`config.mk`:
```
export PLATFORM = sky130hd
export DESIGN_NAME = mbd_fifo
export DESIGN_NICKNAME = d
export VERILOG_FILES = /design/src/hdl/mbd_pkg.sv /design/src/hdl/mbd_fifo.sv
export SDC_FILE = /design/constraint.sdc
export NUM_CORES = 1
export LEC_CHECK = 0
export ABC_CLOCK_PERIOD_IN_PS = 5700
export BUFFER_PORTS_ARGS = -buffer_cell sky130_fd_sc_hd__buf_2
export CAP_MARGIN = 20
export CORE_MARGIN = 4
export CORE_UTILIZATION = 29
export DETAILED_ROUTE_END_ITERATION = 10
export GPL_ROUTABILITY_DRIVEN = 1
export SLEW_MARGIN = 0
export SYNTH_ARGS = -nofsm -noshare
export SYNTH_HDL_FRONTEND = slang
export SYNTH_SLANG_ARGS = --single-unit
export TNS_END_PERCENT = 1
```
`constraint.sdc`:
```
create_clock -name clk_i -period 5.7 [get_ports clk_i]
set_input_delay 0.285 -clock clk_i [delete_from_list [all_inputs] [get_ports clk_i]]
set_output_delay 0.285 -clock clk_i [all_outputs]
set_load 0.03 [all_outputs]
```
`src/hdl/mbd_pkg.sv`:
```
// Package for the 2x2 box-filter mipmap downsampler.
// Holds widths, register indexes, the queue command type and the channel arithmetic.
// No dependencies; every other file of the block but mbd_ram uses it.
package mbd_pkg;

  localparam int unsigned MAX_OUT_WIDTH  = 2048;
  localparam int unsigned MAX_OUT_HEIGHT = 2048;

  localparam int unsigned DIM_W     = 12;
  localparam int unsigned PIX_W     = 32;
  localparam int unsigned CH_W      = 8;
  localparam int unsigned NUM_CH    = 4;
  localparam int unsigned PSUM_W    = CH_W + 1;
  localparam int unsigned SUM_W     = NUM_CH * PSUM_W;
  localparam int unsigned SLOT_W    = $clog2(MAX_OUT_WIDTH);
  localparam int unsigned CFG_IDX_W = 8;
  localparam int unsigned FIFO_DEPTH = 2;

  localparam logic [CFG_IDX_W-1:0] REG_OUT_WIDTH  = CFG_IDX_W'(0);
  localparam logic [CFG_IDX_W-1:0] REG_OUT_HEIGHT = CFG_IDX_W'(1);

  typedef logic [DIM_W-1:0]  dim_t;
  typedef logic [PIX_W-1:0]  pix_t;
  typedef logic [SUM_W-1:0]  psum_t;
  typedef logic [SLOT_W-1:0] slot_t;

  // One unit of work for the back end.
  typedef struct packed {
    logic  rd;     // 1: complete a block against the line store, 0: fill the line store
    slot_t slot;
    psum_t sum;
    logic  last;
  } cmd_t;

  // Clamp a size register and return the last source coordinate, 2*size-1.
  function automatic dim_t src_last(dim_t v, int unsigned lim);
    dim_t              eff;
    logic [DIM_W:0]    dbl;
    eff = v;
    if (v == '0) eff = DIM_W'(1);
    if (int'(v) > int'(lim)) eff = DIM_W'(lim);
    dbl = {eff, 1'b0} - (DIM_W + 1)'(1);
    return dbl[DIM_W-1:0];
  endfunction

  // Four 9-bit channel sums of two pixels.
  function automatic psum_t pair_sum(pix_t a, pix_t b);
    psum_t s;
    for (int c = 0; c < int'(NUM_CH); c++) begin
      s[c*PSUM_W +: PSUM_W] = PSUM_W'(a[c*CH_W +: CH_W]) + PSUM_W'(b[c*CH_W +: CH_W]);
    end
    return s;
  endfunction

  // Add two rows of pair sums and divide each channel by four.
  function automatic pix_t box_avg(psum_t s, psum_t t);
    pix_t            r;
    logic [PSUM_W:0] v;
    for (int c = 0; c < int'(NUM_CH); c++) begin
      v = (PSUM_W + 1)'(s[c*PSUM_W +: PSUM_W]) + (PSUM_W + 1)'(t[c*PSUM_W +: PSUM_W]);
      r[c*CH_W +: CH_W] = v[PSUM_W:2];
    end
    return r;
  endfunction

endpackage

```
`src/hdl/mbd_fifo.sv`:
```
// Short command queue between front and back end.
// Depends on mbd_pkg.
module mbd_fifo (
  input  logic          clk_i,
  input  logic          rst_ni,
  input  logic          push_i,
  input  mbd_pkg::cmd_t data_i,
  output logic          full_o,
  input  logic          pop_i,
  output mbd_pkg::cmd_t data_o,
  output logic          empty_o
);

  localparam int unsigned PTR_W = $clog2(mbd_pkg::FIFO_DEPTH);
  localparam int unsigned CNT_W = $clog2(mbd_pkg::FIFO_DEPTH + 1);

  mbd_pkg::cmd_t    mem_q [mbd_pkg::FIFO_DEPTH];
  logic [PTR_W-1:0] wr_q, wr_d;
  logic [PTR_W-1:0] rd_q, rd_d;
  logic [CNT_W-1:0] cnt_q, cnt_d;

  function automatic logic [PTR_W-1:0] inc(logic [PTR_W-1:0] p);
    return (int'(p) == int'(mbd_pkg::FIFO_DEPTH) - 1) ? '0 : p + PTR_W'(1);
  endfunction

  assign full_o  = (cnt_q == CNT_W'(mbd_pkg::FIFO_DEPTH));
  assign empty_o = (cnt_q == '0);
  assign data_o  = mem_q[rd_q];

  always_comb begin
    wr_d  = push_i ? inc(wr_q) : wr_q;
    rd_d  = pop_i ? inc(rd_q) : rd_q;
    cnt_d = cnt_q + CNT_W'(push_i) - CNT_W'(pop_i);
  end

  always_ff @(posedge clk_i or negedge rst_ni) begin
    if (!rst_ni) begin
      wr_q  <= '0;
      rd_q  <= '0;
      cnt_q <= '0;
    end else begin
      wr_q  <= wr_d;
      rd_q  <= rd_d;
      cnt_q <= cnt_d;
    end
  end

  always_ff @(posedge clk_i) begin
    if (push_i) begin
      mem_q[wr_q] <= data_i;
    end
  end

endmodule

```
# Word level (Yosys, flattened, before mapping)
# Memory sizes are Yosys's and may differ from the RTL's.
# Index checks and enable logic that the tools add are counted.
[totals] ff_bits=4 ram_bits=98 in_bits=53 out_inout_bits=51 elab_cells=14 mem_count=1
[mem_list] memory="mem_q" depth=2 word_bits=49 read_ports=1 rd_ports_with_merged_regs=0 write_ports=1 line="mbd_fifo.sv:17" source="mbd_pkg::cmd_t mem_q [mbd_pkg::FIFO_DEPTH];"
[op_classes] addsub=4 n_eq_ne=1 mux=4 reduce_logical=1
[op_table] operator="$mux W1" count=4
[op_table] operator="$add A1 B1 Y1 const B" count=2
[op_table] operator="$add A2 B1 Y2" count=1
[op_table] operator="$eq A2 B2 Y1 const B" count=1
[op_table] operator="$logic_not A2 Y1" count=1
[op_table] operator="$sub A2 B1 Y2" count=1

# Logic depth before layout (Yosys ltp)
# Gate-level depths: netlist of run 1.
[logic_depth] ltp_word=2 depth_mapped=5 depth_no_buf=5

# Worst setup path after synthesis of run 1
# OpenSTA, ideal clock, no wires.
[synth_timing] kind="register -> register" start="register wr_q" end="memory mem_q[0][0] in the netlist's numbering, enable pin" setup_ps=462 arrival_ps=2588 required_ps=5238 path_slack_ps=2650 path_stages_with_launch=2 n_path_buf=0 synth_period_minus_slack_ps=3050 path_cell_list="dfrtp_1 > nor2b_1"
[synth_lines] element="start, declared" line="mbd_fifo.sv:18" source="logic [PTR_W-1:0] wr_q, wr_d;"
[synth_lines] element="start signal, assigned" line="mbd_fifo.sv:42" source="wr_q <= wr_d;"
[synth_lines] element="end, declared" line="mbd_fifo.sv:17"
# Straight into the memory's write port.

==> reports/metrics.yaml, run 1 <==
synthesis.area_sq_um: 3990
worst_ir_drop_vdd_v: 0.000350
most_frequent_standard_cell_in_the_layout_excluding_fill_and_tap_cells: "sky130_fd_sc_hd__buf_2"
setup-tns-final_ns: 0
tritoncts_num_sinks: 102
postSynthCellCount: 168
die_area_sq_um: 15700
core.rowCount: 42
max-cap-violations: 0
synth_top_cell_area_share: 0.738
timing.critical_path.from_type: "flip-flop"
net-switching-power_w: 0.000887
fmaxAchievable_mhz: 442
cellInternalPower_w: 0.00169
critical_path.reg2reg.startpoint: "wr_q"
cts_inserted_buffers: 9
postCtsResizedCells: 0
slowest_delay_ns: 1.07
final.fill_count: 1276
reg2reg_slack_ns: 3.98
switching_share: 0.345
maxSlewHeadroom: 0.354
cp.buffers_inverters: 1
cp_data_required_time_ns: 5.41
report.final.setup_viol: 0
io_buffers: 103
critical-path-slowest-cell: "sky130_fd_sc_hd__dfrtp_4"
synth_warnings: 0
clk_root_buffer_cell: "sky130_fd_sc_hd__clkbuf_16"
wl_met3_microns: 538
total_number_of_h_tree_levels: 3
status: "finished clean"
post-route-drc-count: 0
timing_worst_slew_pin_value_ns: 0.969
worst_ep_arrival_time_ns: 1.98
netlist_top_cells_area: "sky130_fd_sc_hd__edfxtp_1 (74%), sky130_fd_sc_hd__mux2_4 (18%), sky130_fd_sc_hd__buf_12 (2.5%)"
chipWidth_microns: 125
routabilityCongestion: 0.629
drt_pre_antenna_iters: 4
power_frac_comb: 0.354
clk_path_buf_depth: 2
chipHeight_microns: 125
worstHoldPathCells: 1
initial_standard_cell_utilization_of_the_core: 0.299
hp-start: "data_i[26]"
netlist-cell-type-count: 12
worstHoldEndpoint: "mem_q[0][26]"
cp_cell_sequence: "mux2_4 > buf_2"
syn2layout_area_growth_pct: 23.0
rsz_0062_raised_after_global_routing: "no"
clk_network_pwr_share: 0.204
post-synth-top-area-cell: "sky130_fd_sc_hd__edfxtp_1"
layout_worst_path_cycle_share: 0.397
worst_skew_pair_later_pin_latency_ns: 0.34
antennaDiodeCount: 0
met2_length_microns: 3340
critPathKind: "flip-flop to output pin"
period_minus_slack_ns: 2.26
io-pin-count: 104
finClkSkew_ns: 0.00474
cts_tree: "built"
synth.yosys.seq_area_share: 0.763
detail_route.wirelength_microns: 6750
endpoint_kind: "output pin"
power_leakage_nw: 1.97
topRoutingLayerUsed: "met4"
worst_setup_hold_path_clk_slew_ns: 0.06
detailedRoute.firstIterationViolations: 86
path_delay_family: "flip-flops"
wirelength_met1_microns: 2720
path_max_fanout: 50
layout-drive-gt1-share: 0.594
route.antenna.remaining_nets: 0
place_hpwl_microns: 4470
postSynthNetCount: 223
wire_length_of_the_first_global_routing_pass_microns: 10800
final-hold-violation-count: 0
area_of_the_multi_input_gates_sq_um: 833
grt_max_degree: 51
global_route_total_overflow: 0
r2r_end: "mem_q[0][45]"
worst_hold_slack_ns: 0.130
pwr-share-seq: 0.442
number_of_antenna_violations_at_the_first_check_in_global_routing: 0
maxSlewViolCount: 0
power_per_cell_area_nw_per_um2: 525
flip_flop_and_latch_count_after_synthesis: 102
layout.nets: 334
global_route.usage.total: 0.0920
post-cts-setup-buffers: 0
timing.reg2reg.worst_path_depth: 2
wl_per_cell_microns: 14.7
post_drt_via_cell_ratio: 4.00
floorplan.core_area_sq_um: 13300
route.vias.total: 1836
postSynthAreaPerCell_sq_um: 23.7
layout.area.seq_sq_um: 3050
hold_wc_path_type: "input pin to flip-flop"
first_global_vias: 2035
layout_common_cells: "sky130_fd_sc_hd__buf_2 (103), sky130_fd_sc_hd__edfxtp_1 (98), sky130_fd_sc_hd__mux2_4 (49)"
## cell usage after synthesis, drive strengths merged
library cell and number:
edfxtp 98, mux2 49, buf 6, dfrtp 4, ha 2, inv 2, nor2b 2, xor2 2
and2 1, nor2 1, xor3 1
## flip-flops by register name, summed over array words and instances (netlist names)
register / cells
mem_q: 98
wr_q: 1
cnt_q: 2
rd_q: 1
## power by group through the flow
stage                     Combinational (W)  Sequential (W)  Clock (W)
final                              0.000910         0.00114   0.000526
after global routing               0.000965         0.00116   0.000587
after CTS                          0.000931         0.00114   0.000548
after detailed placement           0.000928         0.00116          0
after global placement             0.000926         0.00115          0
after floorplan                    0.000860         0.00105          0
## cell type report
type                            instances  area share
Sequential cell                       102       0.621
Multi-Input combinational cell         58       0.170
Timing Repair Buffer                  106       0.110
Clock buffer                            9      0.0459
Tap cell                              176      0.0449
Clock inverter                          6     0.00612
Inverter                                2     0.00153
## worst max path at each step
stage                     start           to  slack, ns  depth (start not counted)
after floorplan            wr_q  mem_q[0][0]       2.65                          1
after global placement     rd_q   data_o[14]       3.76                          2
after detailed placement   rd_q   data_o[14]       3.77                          2
after CTS                  rd_q   data_o[14]       3.38                          2
after global routing       rd_q   data_o[43]       3.32                          2
final                      rd_q   data_o[43]       3.44                          2
## metal layers
| metal | vias up | global-route usage |
|---|---|---|
| li1 | 878 | - |
| met1 | 880 | 0.0991 |
| met2 | 67 | 0.151 |
| met3 | 11 | 0.0486 |
| met4 | 0 | 0.0402 |
| met5 | - | 0 |
## worst reg2reg max path: stages (launching register included)
cell and delay [ns]:
sky130_fd_sc_hd__dfrtp_1 0.43, sky130_fd_sc_hd__nor2b_4 0.38, sky130_fd_sc_hd__buf_4 0.54
## metrics by stage
step                setup WS [ns]  area, sq um  std cells  total power (W)  utilization
finish                       3.44         4900        459          0.00257        0.367
global route                 3.32         4900        459          0.00271        0.367
CTS                          3.38         4900        459          0.00262        0.367
detailed placement           3.77         4640        443          0.00209        0.347
global placement             3.76         4640        443          0.00208        0.347
floorplan                    2.65         3990        168          0.00191            -
## repair_timing
| action | in CTS | in global routing |
|---|---|---|
| setup endpoints to repair | 0 | 0 |
| endpoints found under the hold margin | 4 | 0 |
| hold buffers | 1 | 0 |
## kinds of logic after synthesis
kind of cell / synth area share
XOR/XNOR: 0.0104
adder cells (fa/ha/maj): 0.00628
buffers and inverters: 0.0298
flip-flops: 0.763
multiplexers: 0.185
AND/OR/NAND/NOR: 0.00565
Note: power is estimated with default switching activity, not from simulation.
==> run 2, diff against run 1 <==
ABC_CLOCK_PERIOD_IN_PS = 2200   (was 5700)
clock period = 2.2 ns   (was 5.7 ns; I/O delays follow)
==> reports/metrics.yaml, run 2 (synthesis gave the netlist of run 1 again) <==
status: "finished clean"  # unchanged
top_register: "mem_q"  # unchanged
maxSlewViolCount: 0  # unchanged
layout-drive-gt1-share: 0.507  # was 0.594
worst_setup_hold_path_clk_slew_ns: 0.06  # about the same
timing.critical_path.from_type: "flip-flop"  # unchanged
floorplan.core_area_sq_um: 13300  # unchanged
clk_root_buffer_cell: "sky130_fd_sc_hd__clkbuf_16"  # unchanged
area_of_the_multi_input_gates_sq_um: 833  # unchanged
cp.buffers_inverters: 2  # was 1
largest_reg_flops: 98  # unchanged
drt_pre_antenna_iters: 4  # unchanged
detailedRoute.firstIterationViolations: 111  # was 86
fmaxAchievable_mhz: 504
first_global_vias: 2253  # was 2035
critPathKind: "flip-flop to output pin"  # unchanged
cts_tree: "built"  # unchanged
power_leakage_nw: 2.22  # was 1.97 nW
timing_worst_slew_pin_value_ns: 0.562  # was 0.969 ns
dpl.cell_count: 447  # was 443
path_delay_family: "flip-flops"  # unchanged
reg2reg_slack_ns: 0.68  # was 3.98 ns
path_max_fanout: 21  # was 50
detail_route.wirelength_microns: 7390  # was 6750 microns
endpoint_kind: "output pin"  # unchanged
critical_path.reg2reg.startpoint: "wr_q"  # unchanged
worst_setup_timing_slack_at_the_placement_stage_ns: 0.543  # was 3.77 ns
timing.reg2reg.worst_path_depth: 2  # unchanged
tritoncts_num_sinks: 102  # unchanged
wl_per_cell_microns: 14.4  # was 14.7 microns
worst_skew_pair_later_pin_latency_ns: 0.34  # about the same
final.fill_count: 1225  # was 1276
timing.final.ws_setup_ns: 0.217  # was 3.44 ns
io_buffers: 103  # unchanged
route.vias.total: 2046  # was 1836
initial_standard_cell_utilization_of_the_core: 0.299  # unchanged
antennaDiodeCount: 0  # unchanged
maxSlewHeadroom: 0.625  # was 0.354
routabilityCongestion: 0.647  # was 0.629
max-cap-violations: 0  # unchanged
global_route_total_overflow: 0  # unchanged
global_route.usage.total: 0.0995  # was 0.0920
finClkSkew_ns: 0.00795  # was 0.00474 ns
syn2layout_area_growth_pct: 37.6  # was 23.0%
report.final.setup_viol: 0  # unchanged
core.rowCount: 42  # unchanged
layout.nets: 389  # was 334
chipHeight_microns: 125  # unchanged
final-hold-violation-count: 0  # unchanged
period_minus_slack_ns: 1.98
route.antenna.remaining_nets: 0  # unchanged
cp_data_required_time_ns: 2.09  # was 5.41 ns
most_frequent_standard_cell_in_the_layout_excluding_fill_and_tap_cells: "sky130_fd_sc_hd__buf_2"  # unchanged
postLayoutCellArea_sq_um: 5480  # was 4900 sq um
place_hpwl_microns: 4820  # was 4470 microns
slowest_delay_ns: 0.70  # was 1.07 ns
power_per_cell_area_nw_per_um2: 1250  # was 525 nW/um^2
post-cts-setup-buffers: 0  # unchanged
hold_wc_path_type: "input pin to async pin"  # was input pin to flip-flop
total_number_of_h_tree_levels: 3  # unchanged
layout.area.seq_sq_um: 3050  # unchanged
setup-tns-final_ns: 0  # unchanged
p_total_w: 0.00684  # was 0.00257 W
io-pin-count: 104  # unchanged
final_cell_count_no_fill: 513  # was 459
cts_inserted_buffers: 9  # unchanged
critical-path-slowest-cell: "sky130_fd_sc_hd__dfrtp_4"  # unchanged
post-route-drc-count: 0  # unchanged
post_cts_hold_fix_bufs: 52  # was 1
clk_path_buf_depth: 2  # unchanged
r2r_end: "mem_q[1][47]"  # was mem_q[0][45]
grt_max_degree: 22  # was 51
layout_common_cells: "sky130_fd_sc_hd__buf_2 (103), sky130_fd_sc_hd__edfxtp_1 (98), sky130_fd_sc_hd__dlygate4sd3_1 (52)"  # was sky130_fd_sc_hd__buf_2 (103), sky130_fd_sc_hd__edfxtp_1 (98), sky130_fd_sc_hd__mux2_4 (49)
biggestRegsByFlops: "mem_q: 98 flops, cnt_q: 2 flops"  # unchanged
worst_ir_drop_vdd_v: 0.000572  # was 0.000350 V
layout_worst_path_cycle_share: 0.902
rsz_0062_raised_after_global_routing: "no"  # unchanged
worst_ep_arrival_time_ns: 1.87  # was 1.98 ns
chipWidth_microns: 125  # unchanged
number_of_antenna_violations_at_the_first_check_in_global_routing: 0  # unchanged
die_area_sq_um: 15700  # unchanged
wire_length_of_the_first_global_routing_pass_microns: 11900  # was 10800 microns
post_dp_cell_area_sq_um: 4720  # was 4640 sq um
postCtsResizedCells: 0  # unchanged
post_drt_via_cell_ratio: 3.99  # was 4.00
cp_cell_sequence: "buf_4 > mux2_4 > buf_2"  # was mux2_4 > buf_2
==> run 2: changes by cell type in the layout (fill, tap and decap cells not counted), sizes merged <==
| cell | delta |
|---|---|
| clkbuf | +1 |
| dlygate4sd3 | +51 |
| clkinvlp | -2 |
| buf | +4 |
==> run 2: per-stage QoR <==
stage / hold WS [ns] / utilization
finish: 0.0989 / 0.411
global route: 0.0974 / 0.411
CTS: 0.0785 / 0.411
detailed placement: -0.0744 / 0.353
global placement: -0.0773 / 0.353
floorplan: -0.186 / -
==> run 2: area by class of cell <==
| cell class | count | area share |
|---|---|---|
| sequential | 102 | 0.556 |
| tap | 176 | 0.0402 |
| multi-input combinational | 58 | 0.152 |
| clock buffer | 10 | 0.0418 |
| timing repair buffer | 161 | 0.206 |
| inverter | 2 | 0.00137 |
| clock inverter | 4 | 0.00297 |
==> run 2: worst max path at each step <==
stage | slack (ns) | end | start | cells past startpoint
floorplan | 0.09 | mem_q[0][0] | wr_q | 1
global placement | 0.56 | data_o[8] | rd_q | 3
detailed placement | 0.54 | data_o[48] | rd_q | 3
CTS | 0.16 | data_o[48] | rd_q | 3
global route | 0.10 | data_o[39] | rd_q | 3
finish | 0.22 | data_o[48] | rd_q | 3
==> run 2: where the power goes <==
group	internal, W	total [W]	leakage, nW	switching, W
registers	0.00259	0.00280	0.965	0.000215
logic	0.00117	0.00269	1.14	0.00152
clock network	0.000740	0.00135	0.121	0.000613
==> run 2: layer usage <==
metal  vias to the layer above  track usage  part of all wire
met5                         -            0                 0
met4                         0       0.0440             0.018
met3                        12       0.0324             0.067
met2                        69        0.170              0.50
met1                       978        0.114              0.42
li1                        987            -                 -
==> run 3, diff against run 2 <==
ABC_CLOCK_PERIOD_IN_PS = 1950   (was 2200)
clock period = 1.95 ns   (was 2.2 ns; I/O delays follow)
==> reports/metrics.yaml, run 3 (synthesis gave the netlist of run 1 again) <==
report.final.setup_viol: 0  # unchanged
antennaDiodeCount: 0  # unchanged
met3_usage: 0.0290  # was 0.0324
maxSlewViolCount: 0  # unchanged
worst_setup_timing_slack_at_the_placement_stage_ns: 0.460  # was 0.543 ns
met2_usage: 0.163  # was 0.170
reg2reg_slack_ns: 0.57  # was 0.68 ns
clk_root_buffer_cell: "sky130_fd_sc_hd__clkbuf_16"  # unchanged
detail_route.wirelength_microns: 7280  # was 7390 microns
cp-endpoint: "data_o[35]"  # was data_o[48]
final_cell_count_no_fill: 515  # was 513
status: "finished clean"  # unchanged
wire_length_of_the_first_global_routing_pass_microns: 11500  # was 11900 microns
worst_ep_arrival_time_ns: 1.72  # was 1.87 ns
post-cts-setup-buffers: 0  # unchanged
timing_worst_slew_pin_value_ns: 0.466  # was 0.562 ns
critical_path.reg2reg.startpoint: "wr_q"  # unchanged
top_register: "mem_q"  # unchanged
core.rowCount: 42  # unchanged
wl_per_cell_microns: 14.1  # was 14.4 microns
grt_met1_use: 0.109  # was 0.114
final-hold-violation-count: 0  # unchanged
total_number_of_h_tree_levels: 3  # unchanged
floorplan.core_area_sq_um: 13300  # unchanged
most_frequent_standard_cell_in_the_layout_excluding_fill_and_tap_cells: "sky130_fd_sc_hd__buf_2"  # unchanged
layout_worst_path_cycle_share: 0.934
routabilityCongestion: 0.657  # was 0.647
dpl.cell_count: 447  # unchanged
timing.final.ws_setup_ns: 0.130  # was 0.217 ns
layout.nets: 389  # unchanged
first_global_vias: 2236  # was 2253
postCtsResizedCells: 0  # unchanged
worst_ir_drop_vdd_v: 0.000980  # was 0.000572 V
finClkSkew_ns: 0.00451  # was 0.00795 ns
final.fill_count: 1241  # was 1225
initial_standard_cell_utilization_of_the_core: 0.299  # unchanged
maxSlewHeadroom: 0.690  # was 0.625
die_area_sq_um: 15700  # unchanged
worst_skew_pair_later_pin_latency_ns: 0.34  # about the same
max-cap-violations: 0  # unchanged
global_route_total_overflow: 0  # unchanged
io_buffers: 103  # unchanged
timing.reg2reg.worst_path_depth: 2  # unchanged
fmaxAchievable_mhz: 549
path_max_fanout: 19  # was 21
hold_wc_path_type: "input pin to async pin"  # unchanged
grt_max_degree: 32  # was 22
grt_busiest_layer: "met2"  # unchanged
cp_data_required_time_ns: 1.85  # was 2.09 ns
tritoncts_num_sinks: 102  # unchanged
drt_pre_antenna_iters: 2  # was 4
syn2layout_area_growth_pct: 38.5  # was 37.6%
post_drt_via_cell_ratio: 4.03  # was 3.99
route.antenna.remaining_nets: 0  # unchanged
worst_hold_slack_ns: 0.103  # was 0.0989 ns
chipWidth_microns: 125  # unchanged
rsz_0062_raised_after_global_routing: "no"  # unchanged
largest_reg_flops: 98  # unchanged
worst_setup_hold_path_clk_slew_ns: 0.06  # about the same
detailedRoute.firstIterationViolations: 78  # was 111
worst_setup_path_startpoint: "rd_q"  # unchanged
r2r_end: "mem_q[1][40]"  # was mem_q[1][47]
cts_tree: "built"  # unchanged
power_leakage_nw: 2.24  # was 2.22 nW
cts_inserted_buffers: 9  # unchanged
post-route-drc-count: 0  # unchanged
endpoint_kind: "output pin"  # unchanged
layout-drive-gt1-share: 0.513  # was 0.507
biggestRegsByFlops: "mem_q: 98 flops, cnt_q: 2 flops"  # unchanged
chipHeight_microns: 125  # unchanged
number_of_antenna_violations_at_the_first_check_in_global_routing: 0  # unchanged
io-pin-count: 104  # unchanged
period_minus_slack_ns: 1.82
clk_path_buf_depth: 2  # unchanged
postLayoutCoreUtil: 0.414  # was 0.411
critPathKind: "flip-flop to output pin"  # unchanged
power_per_cell_area_nw_per_um2: 1430  # was 1250 nW/um^2
timing.critical_path.from_type: "flip-flop"  # unchanged
place_hpwl_microns: 4720  # was 4820 microns
global_route.usage.total: 0.0962  # was 0.0995
layout_common_cells: "sky130_fd_sc_hd__buf_2 (103), sky130_fd_sc_hd__edfxtp_1 (98), sky130_fd_sc_hd__dlygate4sd3_1 (52)"  # unchanged
route.vias.total: 2076  # was 2046
setup-tns-final_ns: 0  # unchanged
post_cts_hold_fix_bufs: 52  # unchanged
## run 3: where the power goes
part           internal (W)  switching, W
combinational       0.00133       0.00175
sequential          0.00292      0.000204
clock              0.000979      0.000713
## run 3: routing by layer
layer	vias to the layer above	wire, microns
li1	988	-
met5	-	0
met4	0	158
met3	13	413
met1	1010	2980
met2	65	3720
## run 3: through the flow
stage / power [W] / area (sq um)
floorplan: 0.00558 / 3990
global placement: 0.00619 / 4720
detailed placement: 0.00623 / 4720
CTS: 0.00802 / 5520
global route: 0.00830 / 5520
finish: 0.00789 / 5520
## run 3: critical path, cell delays in order, from the launching register on
cell	delay [ns]
sky130_fd_sc_hd__dfrtp_4	0.61
sky130_fd_sc_hd__buf_12	0.24
sky130_fd_sc_hd__mux2_4	0.32
sky130_fd_sc_hd__buf_2	0.18
## run 3: cell type report
type                    instances  area, sq um  area share
inverters                       2         7.51     0.00136
clock inverters                 6         52.6     0.00952
well taps                     176          220      0.0399
flip-flops and latches        102         3050       0.552
repair buffers                161         1130       0.205
multi-input cells              58          833       0.151
clock buffers                  10          229      0.0415
## run 3: worst min-delay path by stage
stage / start / end / slack, ns
after floorplan: rst_ni / cnt_q[0] / -0.20
after global placement: rst_ni / cnt_q[0] / -0.09
after detailed placement: rst_ni / cnt_q[0] / -0.08
after CTS: rst_ni / cnt_q[0] / 0.07
after global routing: rst_ni / cnt_q[0] / 0.09
final: rst_ni / cnt_q[1] / 0.10
